## config.mk

```make
export PLATFORM = sky130hd
export DESIGN_NAME = record_selection_sorter_flat
export DESIGN_NICKNAME = d
export VERILOG_FILES = /design/src/rtl/rss_pkg.sv /design/src/rtl/rss_rec_if.sv /design/src/rtl/rss_out_if.sv /design/src/rtl/rss_ram.sv /design/src/rtl/rss_datapath.sv /design/src/rtl/rss_ctrl.sv /design/src/rtl/record_selection_sorter.sv /design/src/flat_wrapper.sv
export SDC_FILE = /design/constraint.sdc
export NUM_CORES = 2
export LEC_CHECK = 0
export BUFFER_PORTS_ARGS = -buffer_cell sky130_fd_sc_hd__buf_2
export CORE_ASPECT_RATIO = 1.4
export CORE_UTILIZATION = 36
export CTS_CLUSTER_DIAMETER = 50
export DETAILED_ROUTE_END_ITERATION = 6
export HOLD_SLACK_MARGIN = 0.03
export PLACE_DENSITY = 0.58
export SLEW_MARGIN = 5
export SYNTH_ARGS = -nofsm -noshare
export SYNTH_HDL_FRONTEND = slang
export SYNTH_HIERARCHICAL = 1
export SYNTH_SLANG_ARGS = --single-unit
```

## constraint.sdc

```tcl
create_clock -name i_clk -period 9.1 [get_ports i_clk]
set_input_delay 1.365 -clock i_clk [delete_from_list [all_inputs] [get_ports i_clk]]
set_output_delay 1.365 -clock i_clk [all_outputs]
set_load 0.01 [all_outputs]
```

## src/rtl/rss_pkg.sv

```systemverilog
`timescale 1ns / 1ps
// ----------------------------------------------------------------------------
// Record selection sorter package
// Shared sizes, command and status types for the sorter controller and
// datapath.
// ----------------------------------------------------------------------------
package rss_pkg;

    // Capacity of one batch (legal range 2 to 64).
    localparam int MAX_RECORDS = 32;
    localparam int IDX_W       = $clog2(MAX_RECORDS);
    localparam int CNT_W       = $clog2(MAX_RECORDS + 1);
    localparam int KEY_W       = 32;
    localparam int PAY_W       = 32;
    localparam int WORD_W      = KEY_W + PAY_W;

    typedef logic [IDX_W-1:0]  t_idx;
    typedef logic [CNT_W-1:0]  t_cnt;
    typedef logic [WORD_W-1:0] t_word;

    // Source of the record store write data.
    typedef enum logic [1:0] {
        WSEL_IN   = 2'd0,
        WSEL_POS  = 2'd1,
        WSEL_BEST = 2'd2
    } t_wsel;

    // Commands from the controller to the datapath.
    typedef struct packed {
        logic  we;
        t_idx  waddr;
        t_wsel wsel;
        t_idx  raddr;
        logic  cap_first;
        logic  cmp_en;
        logic  load_out;
        logic  out_last;
        logic  out_ovf;
    } t_dp_cmd;

    // Status from the datapath to the controller.
    typedef struct packed {
        logic less;
        logic out_free;
    } t_dp_sts;

endpackage

```

## src/rtl/rss_rec_if.sv

```systemverilog
`timescale 1ns / 1ps
// ----------------------------------------------------------------------------
// Record input channel
// Valid/ready channel that carries one unsorted record per transfer.
// ----------------------------------------------------------------------------
interface rss_rec_if;
    import rss_pkg::*;

    logic                    valid;
    logic                    ready;
    logic signed [KEY_W-1:0] record_key;
    logic signed [PAY_W-1:0] record_payload;
    logic                    last_record;

    modport source (output valid, output record_key, output record_payload,
                    output last_record, input ready);
    modport sink   (input valid, input record_key, input record_payload,
                    input last_record, output ready);
endinterface

```

## src/rtl/rss_out_if.sv

```systemverilog
`timescale 1ns / 1ps
// ----------------------------------------------------------------------------
// Sorted record output channel
// Valid/ready channel that carries one sorted record per transfer.
// ----------------------------------------------------------------------------
interface rss_out_if;
    import rss_pkg::*;

    logic                    valid;
    logic                    ready;
    logic signed [KEY_W-1:0] sorted_key;
    logic signed [PAY_W-1:0] sorted_payload;
    logic                    end_of_batch;
    logic                    overflow;

    modport source (output valid, output sorted_key, output sorted_payload,
                    output end_of_batch, output overflow, input ready);
    modport sink   (input valid, input sorted_key, input sorted_payload,
                    input end_of_batch, input overflow, output ready);
endinterface

```

## src/rtl/rss_ram.sv

```systemverilog
`timescale 1ns / 1ps
// ----------------------------------------------------------------------------
// Generic single-port-write RAM
// One write port and one read port with registered read data.
// ----------------------------------------------------------------------------
module rss_ram #(
    parameter int WIDTH = 64,
    parameter int DEPTH = 32
) (
    input  logic                     i_clk,
    input  logic                     i_we,
    input  logic [$clog2(DEPTH)-1:0] i_waddr,
    input  logic [WIDTH-1:0]         i_wdata,
    input  logic [$clog2(DEPTH)-1:0] i_raddr,
    output logic [WIDTH-1:0]         o_rdata
);
    logic [WIDTH-1:0] r_mem [DEPTH];
    logic [WIDTH-1:0] r_rdata;

    // Write port and registered read port.
    always_ff @(posedge i_clk) begin
        if (i_we) begin
            r_mem[i_waddr] <= i_wdata;
        end
        r_rdata <= r_mem[i_raddr];
    end

    assign o_rdata = r_rdata;
endmodule

```

## src/rtl/rss_datapath.sv

```systemverilog
`timescale 1ns / 1ps
// ----------------------------------------------------------------------------
// Sorter datapath
// Record store, running minimum, swap holding registers and output register.
// ----------------------------------------------------------------------------
module rss_datapath (
    input  logic                             i_clk,
    input  logic                             i_rst_n,
    input  rss_pkg::t_dp_cmd                 i_cmd,
    output rss_pkg::t_dp_sts                 o_sts,
    input  logic signed [rss_pkg::KEY_W-1:0] i_rec_key,
    input  logic signed [rss_pkg::PAY_W-1:0] i_rec_payload,
    rss_out_if.source                        o_sorted
);
    import rss_pkg::*;

    t_word r_best;
    t_word r_pos;
    t_word wdata;
    t_word rdata;
    logic  r_out_valid;
    t_word r_out_word;
    logic  r_out_last;
    logic  r_out_ovf;

    // Write data select: incoming record or one side of a swap.
    always_comb begin
        case (i_cmd.wsel)
            WSEL_IN:   wdata = {i_rec_key, i_rec_payload};
            WSEL_POS:  wdata = r_pos;
            WSEL_BEST: wdata = r_best;
            default:   wdata = {i_rec_key, i_rec_payload};
        endcase
    end

    rss_ram #(
        .WIDTH (WORD_W),
        .DEPTH (MAX_RECORDS)
    ) u_store (
        .i_clk   (i_clk),
        .i_we    (i_cmd.we),
        .i_waddr (i_cmd.waddr),
        .i_wdata (wdata),
        .i_raddr (i_cmd.raddr),
        .o_rdata (rdata)
    );

    // Strict signed compare of the record just read against the minimum.
    assign o_sts.less = $signed(rdata[WORD_W-1:PAY_W]) < $signed(r_best[WORD_W-1:PAY_W]);
    assign o_sts.out_free = !r_out_valid || o_sorted.ready;

    // Running minimum and the record at the pass boundary.
    always_ff @(posedge i_clk) begin
        if (i_cmd.cap_first) begin
            r_best <= rdata;
            r_pos  <= rdata;
        end else if (i_cmd.cmp_en && o_sts.less) begin
            r_best <= rdata;
        end
    end

    // Output register, emptied by a transfer on the output channel.
    always_ff @(posedge i_clk) begin
        if (!i_rst_n) begin
            r_out_valid <= 1'b0;
        end else if (i_cmd.load_out) begin
            r_out_valid <= 1'b1;
        end else if (o_sorted.ready) begin
            r_out_valid <= 1'b0;
        end
    end

    always_ff @(posedge i_clk) begin
        if (i_cmd.load_out) begin
            r_out_word <= rdata;
            r_out_last <= i_cmd.out_last;
            r_out_ovf  <= i_cmd.out_ovf;
        end
    end

    assign o_sorted.valid          = r_out_valid;
    assign o_sorted.sorted_key     = r_out_word[WORD_W-1:PAY_W];
    assign o_sorted.sorted_payload = r_out_word[PAY_W-1:0];
    assign o_sorted.end_of_batch   = r_out_last;
    assign o_sorted.overflow       = r_out_ovf;
endmodule

```

## src/rtl/rss_ctrl.sv

```systemverilog
`timescale 1ns / 1ps
// ----------------------------------------------------------------------------
// Sorter controller
// Sequences loading, selection sort passes and output of one batch.
// ----------------------------------------------------------------------------
module rss_ctrl (
    input  logic             i_clk,
    input  logic             i_rst_n,
    input  logic             i_rec_valid,
    input  logic             i_last_record,
    output logic             o_rec_ready,
    output rss_pkg::t_dp_cmd o_cmd,
    input  rss_pkg::t_dp_sts i_sts
);
    import rss_pkg::*;

    typedef enum logic [2:0] {
        S_LOAD,
        S_PASS,
        S_FIRST,
        S_SCAN,
        S_SWAP_BEST,
        S_SWAP_POS,
        S_OUT_RD,
        S_OUT_LD
    } t_state;

    t_state r_state, n_state;
    t_cnt   r_count, n_count;
    logic   r_ovf, n_ovf;
    t_idx   r_last_idx, n_last_idx;
    t_idx   r_pos, n_pos;
    t_idx   r_rd_idx, n_rd_idx;
    t_idx   r_best_idx, n_best_idx;
    logic   accept;
    logic   room;

    assign o_rec_ready = (r_state == S_LOAD);
    assign accept      = i_rec_valid && o_rec_ready;
    assign room        = (r_count < t_cnt'(MAX_RECORDS));

    // Next state, counters and datapath commands.
    always_comb begin
        n_state    = r_state;
        n_count    = r_count;
        n_ovf      = r_ovf;
        n_last_idx = r_last_idx;
        n_pos      = r_pos;
        n_rd_idx   = r_rd_idx;
        n_best_idx = r_best_idx;
        o_cmd      = '0;
        o_cmd.wsel = WSEL_IN;
        case (r_state)
            S_LOAD: begin
                o_cmd.waddr = r_count[IDX_W-1:0];
                if (accept) begin
                    if (room) begin
                        o_cmd.we = 1'b1;
                        n_count  = r_count + 1'b1;
                    end else begin
                        n_ovf = 1'b1;
                    end
                    if (i_last_record) begin
                        n_last_idx = room ? r_count[IDX_W-1:0] : t_idx'(MAX_RECORDS - 1);
                        n_count    = '0;
                        n_pos      = '0;
                        n_state    = (n_last_idx == '0) ? S_OUT_RD : S_PASS;
                    end
                end
            end
            S_PASS: begin
                o_cmd.raddr = r_pos;
                n_state     = S_FIRST;
            end
            S_FIRST: begin
                o_cmd.cap_first = 1'b1;
                o_cmd.raddr     = r_pos + 1'b1;
                n_best_idx      = r_pos;
                n_rd_idx        = r_pos + 1'b1;
                n_state         = S_SCAN;
            end
            S_SCAN: begin
                o_cmd.cmp_en = 1'b1;
                o_cmd.raddr  = r_rd_idx + 1'b1;
                if (i_sts.less) begin
                    n_best_idx = r_rd_idx;
                end
                if (r_rd_idx == r_last_idx) begin
                    n_state = S_SWAP_BEST;
                end else begin
                    n_rd_idx = r_rd_idx + 1'b1;
                end
            end
            S_SWAP_BEST: begin
                o_cmd.we    = 1'b1;
                o_cmd.waddr = r_best_idx;
                o_cmd.wsel  = WSEL_POS;
                n_state     = S_SWAP_POS;
            end
            S_SWAP_POS: begin
                o_cmd.we    = 1'b1;
                o_cmd.waddr = r_pos;
                o_cmd.wsel  = WSEL_BEST;
                if (r_pos + 1'b1 == r_last_idx) begin
                    n_pos   = '0;
                    n_state = S_OUT_RD;
                end else begin
                    n_pos   = r_pos + 1'b1;
                    n_state = S_PASS;
                end
            end
            S_OUT_RD: begin
                o_cmd.raddr = r_pos;
                if (i_sts.out_free) begin
                    n_state = S_OUT_LD;
                end
            end
            S_OUT_LD: begin
                o_cmd.load_out = 1'b1;
                o_cmd.out_last = (r_pos == r_last_idx);
                o_cmd.out_ovf  = r_ovf;
                if (r_pos == r_last_idx) begin
                    n_pos   = '0;
                    n_ovf   = 1'b0;
                    n_state = S_LOAD;
                end else begin
                    n_pos   = r_pos + 1'b1;
                    n_state = S_OUT_RD;
                end
            end
            default: begin
                n_state = S_LOAD;
            end
        endcase
    end

    // State and control registers.
    always_ff @(posedge i_clk) begin
        if (!i_rst_n) begin
            r_state    <= S_LOAD;
            r_count    <= '0;
            r_ovf      <= 1'b0;
            r_pos      <= '0;
            r_last_idx <= '0;
            r_rd_idx   <= '0;
            r_best_idx <= '0;
        end else begin
            r_state    <= n_state;
            r_count    <= n_count;
            r_ovf      <= n_ovf;
            r_pos      <= n_pos;
            r_last_idx <= n_last_idx;
            r_rd_idx   <= n_rd_idx;
            r_best_idx <= n_best_idx;
        end
    end
endmodule

```

## src/rtl/record_selection_sorter.sv

```systemverilog
`timescale 1ns / 1ps
// ----------------------------------------------------------------------------
// Record selection sorter
// Collects a batch of key/payload records and emits them sorted by key.
// ----------------------------------------------------------------------------
// Records arrive on i_rec, one per transfer; last_record closes the batch.
// Up to MAX_RECORDS records are stored; later ones are dropped and every
// result of that batch carries overflow. While loading, one record is taken
// per cycle. After the closing transfer the block sorts with selection sort
// over a single record store RAM (one write and one read port). Each pass
// reads position p, scans the positions after it up to n-1 for the minimum
// key and swaps that record with position p. Results then leave through an
// output register on o_sorted, each read from the store before it is loaded;
// end_of_batch marks the final one. The next batch starts loading as soon as
// the final result is in the output register. If the receiver stalls, the
// emit sequence waits with that register full. i_rec.ready is low from the
// closing transfer until the final result is loaded. Reset empties the
// batch and the output register; store contents are not cleared.
// ----------------------------------------------------------------------------
module record_selection_sorter (
    input  logic      i_clk,
    input  logic      i_rst_n,
    rss_rec_if.sink   i_rec,
    rss_out_if.source o_sorted
);
    import rss_pkg::*;

    t_dp_cmd cmd;
    t_dp_sts sts;

    rss_ctrl u_ctrl (
        .i_clk         (i_clk),
        .i_rst_n       (i_rst_n),
        .i_rec_valid   (i_rec.valid),
        .i_last_record (i_rec.last_record),
        .o_rec_ready   (i_rec.ready),
        .o_cmd         (cmd),
        .i_sts         (sts)
    );

    rss_datapath u_dp (
        .i_clk         (i_clk),
        .i_rst_n       (i_rst_n),
        .i_cmd         (cmd),
        .o_sts         (sts),
        .i_rec_key     (i_rec.record_key),
        .i_rec_payload (i_rec.record_payload),
        .o_sorted      (o_sorted)
    );

`ifndef NO_ASSERTIONS
    // Results within one batch come out in non-decreasing key order.
    a_sorted_order: assert property (@(posedge i_clk) disable iff (!i_rst_n)
        o_sorted.valid && o_sorted.ready && !o_sorted.end_of_batch |=>
        !o_sorted.valid ||
        ($signed(o_sorted.sorted_key) >= $signed($past(o_sorted.sorted_key))))
        else $error("sorted keys out of order within a batch");

    // The overflow flag is the same on every result of one batch.
    a_ovf_steady: assert property (@(posedge i_clk) disable iff (!i_rst_n)
        o_sorted.valid && o_sorted.ready && !o_sorted.end_of_batch |=>
        !o_sorted.valid || (o_sorted.overflow == $past(o_sorted.overflow)))
        else $error("overflow flag changed within a batch");

    // No record is taken right after a batch is closed.
    a_closed_batch: assert property (@(posedge i_clk) disable iff (!i_rst_n)
        i_rec.valid && i_rec.ready && i_rec.last_record |=> !i_rec.ready)
        else $error("input accepted while a batch is being sorted");
`endif
endmodule
```

## src/flat_wrapper.sv

```systemverilog
// flat-port wrapper written by rule: the top's interface ports become plain ports
module record_selection_sorter_flat import rss_pkg::*;
  (i_clk, i_rst_n, i_rec_valid, i_rec_record_key, i_rec_record_payload, i_rec_last_record, i_rec_ready, o_sorted_valid, o_sorted_sorted_key, o_sorted_sorted_payload, o_sorted_end_of_batch, o_sorted_overflow, o_sorted_ready);
  rss_rec_if i_rec_i ();
  rss_out_if o_sorted_i ();
  input  logic i_clk;
  input  logic i_rst_n;
  input wire logic [$bits(i_rec_i.valid)-1:0] i_rec_valid;
  input wire logic [$bits(i_rec_i.record_key)-1:0] i_rec_record_key;
  input wire logic [$bits(i_rec_i.record_payload)-1:0] i_rec_record_payload;
  input wire logic [$bits(i_rec_i.last_record)-1:0] i_rec_last_record;
  output wire logic [$bits(i_rec_i.ready)-1:0] i_rec_ready;
  output wire logic [$bits(o_sorted_i.valid)-1:0] o_sorted_valid;
  output wire logic [$bits(o_sorted_i.sorted_key)-1:0] o_sorted_sorted_key;
  output wire logic [$bits(o_sorted_i.sorted_payload)-1:0] o_sorted_sorted_payload;
  output wire logic [$bits(o_sorted_i.end_of_batch)-1:0] o_sorted_end_of_batch;
  output wire logic [$bits(o_sorted_i.overflow)-1:0] o_sorted_overflow;
  input wire logic [$bits(o_sorted_i.ready)-1:0] o_sorted_ready;
  assign i_rec_i.valid = i_rec_valid;
  assign i_rec_i.record_key = i_rec_record_key;
  assign i_rec_i.record_payload = i_rec_record_payload;
  assign i_rec_i.last_record = i_rec_last_record;
  assign i_rec_ready = i_rec_i.ready;
  assign o_sorted_valid = o_sorted_i.valid;
  assign o_sorted_sorted_key = o_sorted_i.sorted_key;
  assign o_sorted_sorted_payload = o_sorted_i.sorted_payload;
  assign o_sorted_end_of_batch = o_sorted_i.end_of_batch;
  assign o_sorted_overflow = o_sorted_i.overflow;
  assign o_sorted_i.ready = o_sorted_ready;
  record_selection_sorter u_core (.i_clk(i_clk), .i_rst_n(i_rst_n), .i_rec(i_rec_i), .o_sorted(o_sorted_i));
endmodule
```

==> impl_metrics.py <==
metrics = {
    "timing": {
        "finClkSkew_ps": 64.3,
        "tightest_slew_ps": 1380,
        "hold_violations": 0,
        "finalMaxSlewViolations": 0,
        "fin_setup_tns_ps": 0,
        "fmax_mhz": 186,
        "setup-violations-final": 0,
        "period_needed_ps": 5360,
        "slew_headroom": 0.0802,
        "rsz0062_at_grt": "no",
        "period_share": 0.589,
    },
    "synth": {
        "avgSynthCellArea_um2": 22.6,
        "ys_seq_area_frac": 0.779,
        "ys_types": 60,
        "ys_ff_latch": 2337,
        "synth_fp_nets": 4035,
        "ys_warn_count": 6,
        "synth-async-reset-ratio": 0,
        "syn_inst": 3930,
        "synth.area.top_cells": "edfxtp_1 (76%), mux4_2 (15%), dfxtp_1 (2.1%)",
        "synth_common_cells": "edfxtp_1 (2242), mux4_2 (594), nand2_1 (104), clkbuf_1 (97), o21ai_0 (96)",
        "synth_top_area_share": 0.758,
        "yosys.cell_count.top_type": "edfxtp_1",
        "synth_edf_count": 2242,
        "synth-main-ff-cell": "edfxtp_1",
        "synth_area_leader_cell": "edfxtp_1",
        "synth_area_um2": 88800,
    },
    "clock_network": {
        "cts-root-buf": "clkbuf_16",
        "cts-buffers-inserted": 220,
        "clk_latency_ps": 890,
        "ctsResizeCount": 0,
        "clock_path_buffers": 4,
        "cts_tree": "built",
        "holdBufCountCts": 0,
        "clock_sinks": 2337,
        "cts_setup_buffers": 0,
        "path_clk_slew_ps": 60,
        "htreeDepth": 4,
    },
    "detailed_routing": {
        "drcViolationCount": 0,
        "route.met3.wl_um": 11400,
        "antenna_left": 0,
        "drt-wirelength-per-cell_um": 29.6,
        "avgViaCountPerCell": 5.41,
        "top_layer_used": "met5",
        "dr_total_vias": 41400,
        "routedLengthMet1_um": 89200,
        "first_pass_iters": 5,
        "dr_wl_met2_um": 120000,
        "dr.first_iter.drc_count": 4014,
        "drt-total-wl_um": 227000,
    },
    "placed_design": {
        "place.gp.congestion": 0.806,
        "dpl.cell_count": 7250,
        "place_area_um2": 94400,
        "dp_hpwl_um": 124000,
        "portBuffers": 136,
    },
    "pwr": {
        "p_per_area_nw_per_um2": 288,
        "ir_drop_v": 0.000237,
        "finalPower_mw": 29.2,
        "p_leak_nw": 31.1,
    },
    "worst_setup_path": {
        "worstPathArrival_ps": 5830,
        "critPathCaptureType": "flip-flop",
        "r2r-start": "u_core/u_ctrl/r_state[0]",
        "worstPathRequired_ps": 9570,
        "critical_path_class": "flip-flop to flip-flop",
        "critPathLaunch": "u_core/u_ctrl/r_state[0]",
        "cp_max_fo": 45,
        "cp-start-kind": "flip-flop",
    },
    "layout": {
        "area_delta_synth_final_pct": 14.1,
        "layoutNonFillerInstCount": 7651,
        "final_util": 0.414,
        "nFillCells": 21100,
        "drive_gt1_frac": 0.307,
        "final_area_um2": 101000,
        "nets": 4322,
    },
    "floorplan": {
        "die_x_um": 422,
        "io_pins": 137,
        "die-area_um2": 249000,
        "die_h_um": 590,
        "row_count": 215,
        "initial_core_util": 0.363,
        "fp.coreArea_um2": 245000,
    },
    "job": {
        "max_cap_violations": 0,
    },
    "global_route": {
        "grt_pass1_wl_um": 323000,
        "grt_use_total": 0.180,
        "grt_max_degree": 112,
        "grt_overflow": 0,
        "grt_pass1_vias": 43200,
        "antenna_found_initial": 13,
    },
    "min_path": {
        "holdCritPathClass": "flip-flop to flip-flop",
        "worstHoldStart": "u_core/u_dp/u_store/o_rdata[5]",
    },
    "outcome": {
        "status": "complete, no violations",
    },
}
==> power by group <==
group	switching (mW)	total (mW)	internal, mW
registers	0.512	14.1	13.6
logic	3.57	6.05	2.48
clock network	3.98	9.06	5.08
total	8.06	29.2	21.1
==> final cells by class <==
class / count / area, um^2 / area share
Antenna cell: 2 / 5.00 / 0.0000494
Clock buffer: 291 / 6040 / 0.0595
Clock inverter: 108 / 973 / 0.00960
Inverter: 45 / 173 / 0.00170
Multi-Input combinational cell: 1341 / 19000 / 0.188
Sequential cell: 2337 / 69200 / 0.683
Tap cell: 3255 / 4070 / 0.0402
Timing Repair Buffer: 272 / 1900 / 0.0188
==> cells in the final DEF (no fill, tap or decap), types with 8 or more instances in the layout <==
cell       count
a21oi_1       39
o21ai_2       27
clkbuf_1      48
o21ai_1       33
inv_1         43
nand4_1        8
nand2b_1       8
mux2i_1       54
a22oi_1       67
a211oi_1      10
o21ai_0       28
mux2_2        78
nand2_1      104
nor2_1        55
buf_4        120
buf_2        136
xor2_1        15
nor2_4        32
a31oi_1        9
dfxtp_1       95
a221oi_1      18
o21ai_4        9
clkinv_2      42
o22ai_1       17
bufinv_16     15
ha_1          34
clkbuf_16    223
clkinv_1      35
nand3_1       13
buf_12        16
clkbuf_8      20
edfxtp_1    2242
mux4_2       594
==> stage by stage <==
stage	setup slack (ps)	hold slack (ps)
floorplan	1330	421
global placement	3770	437
detailed placement	3730	452
CTS	3880	463
global route	3570	470
finish	3740	466
==> state kept, by name, indices dropped and copies added (netlist names), 3 cells and up <==
name                         flops
u_core/u_ctrl/r_state            3
u_core/u_ctrl/r_rd_idx           5
u_core/u_dp/r_out_word          64
u_core/u_ctrl/r_best_idx         5
u_core/u_dp/u_store/r_mem     2048
u_core/u_ctrl/r_count            6
u_core/u_ctrl/r_last_idx         5
u_core/u_dp/u_store/o_rdata     64
u_core/u_ctrl/r_pos              5
u_core/u_dp/r_pos               64
u_core/u_dp/r_best              64
==> layer usage <==
metal  track usage  vias to the layer above
li1              -                    17200
met2         0.324                     1242
met4        0.0497                       16
met5             0                        -
met3        0.0229                      327
met1         0.228                    22600
==> final timing paths <==
check                           depth (start not counted)                                to  slack, ps
worst max register to register                          6  u_core/u_dp/u_store/r_mem[22][8]       3740
worst min register to register                          0             u_core/u_dp/r_best[5]        470
worst min-delay path                                    0             u_core/u_dp/r_best[5]        470
worst max-delay path                                    6  u_core/u_dp/u_store/r_mem[22][8]       3740
==> cells by family (layout without fill, tap and decap cells) <==
| family | after synthesis | count (layout) | share of synthesized area |
|---|---|---|---|
| AOI/OAI and AO/OA | 296 | 296 | 0.0218 |
| xor gates and xnor gates | 22 | 22 | 0.00217 |
| adders and majority gates | 36 | 36 | 0.00507 |
| buffers and inverters | 252 | 716 | 0.0123 |
| DFF | 2337 | 2337 | 0.779 |
| muxes | 726 | 726 | 0.167 |
| other | 0 | 2 | 0 |
| and+or+nand+nor | 261 | 261 | 0.0130 |
==> critical path, stage by stage (launching register included) <==
cell and delay [ps]:
dfxtp_1 630, nor3_1 690, nand2_1 260, o22ai_1 610, nand3b_1 740, nor2_4 1080, buf_4 860
Power figures use the tool's default switching activity.
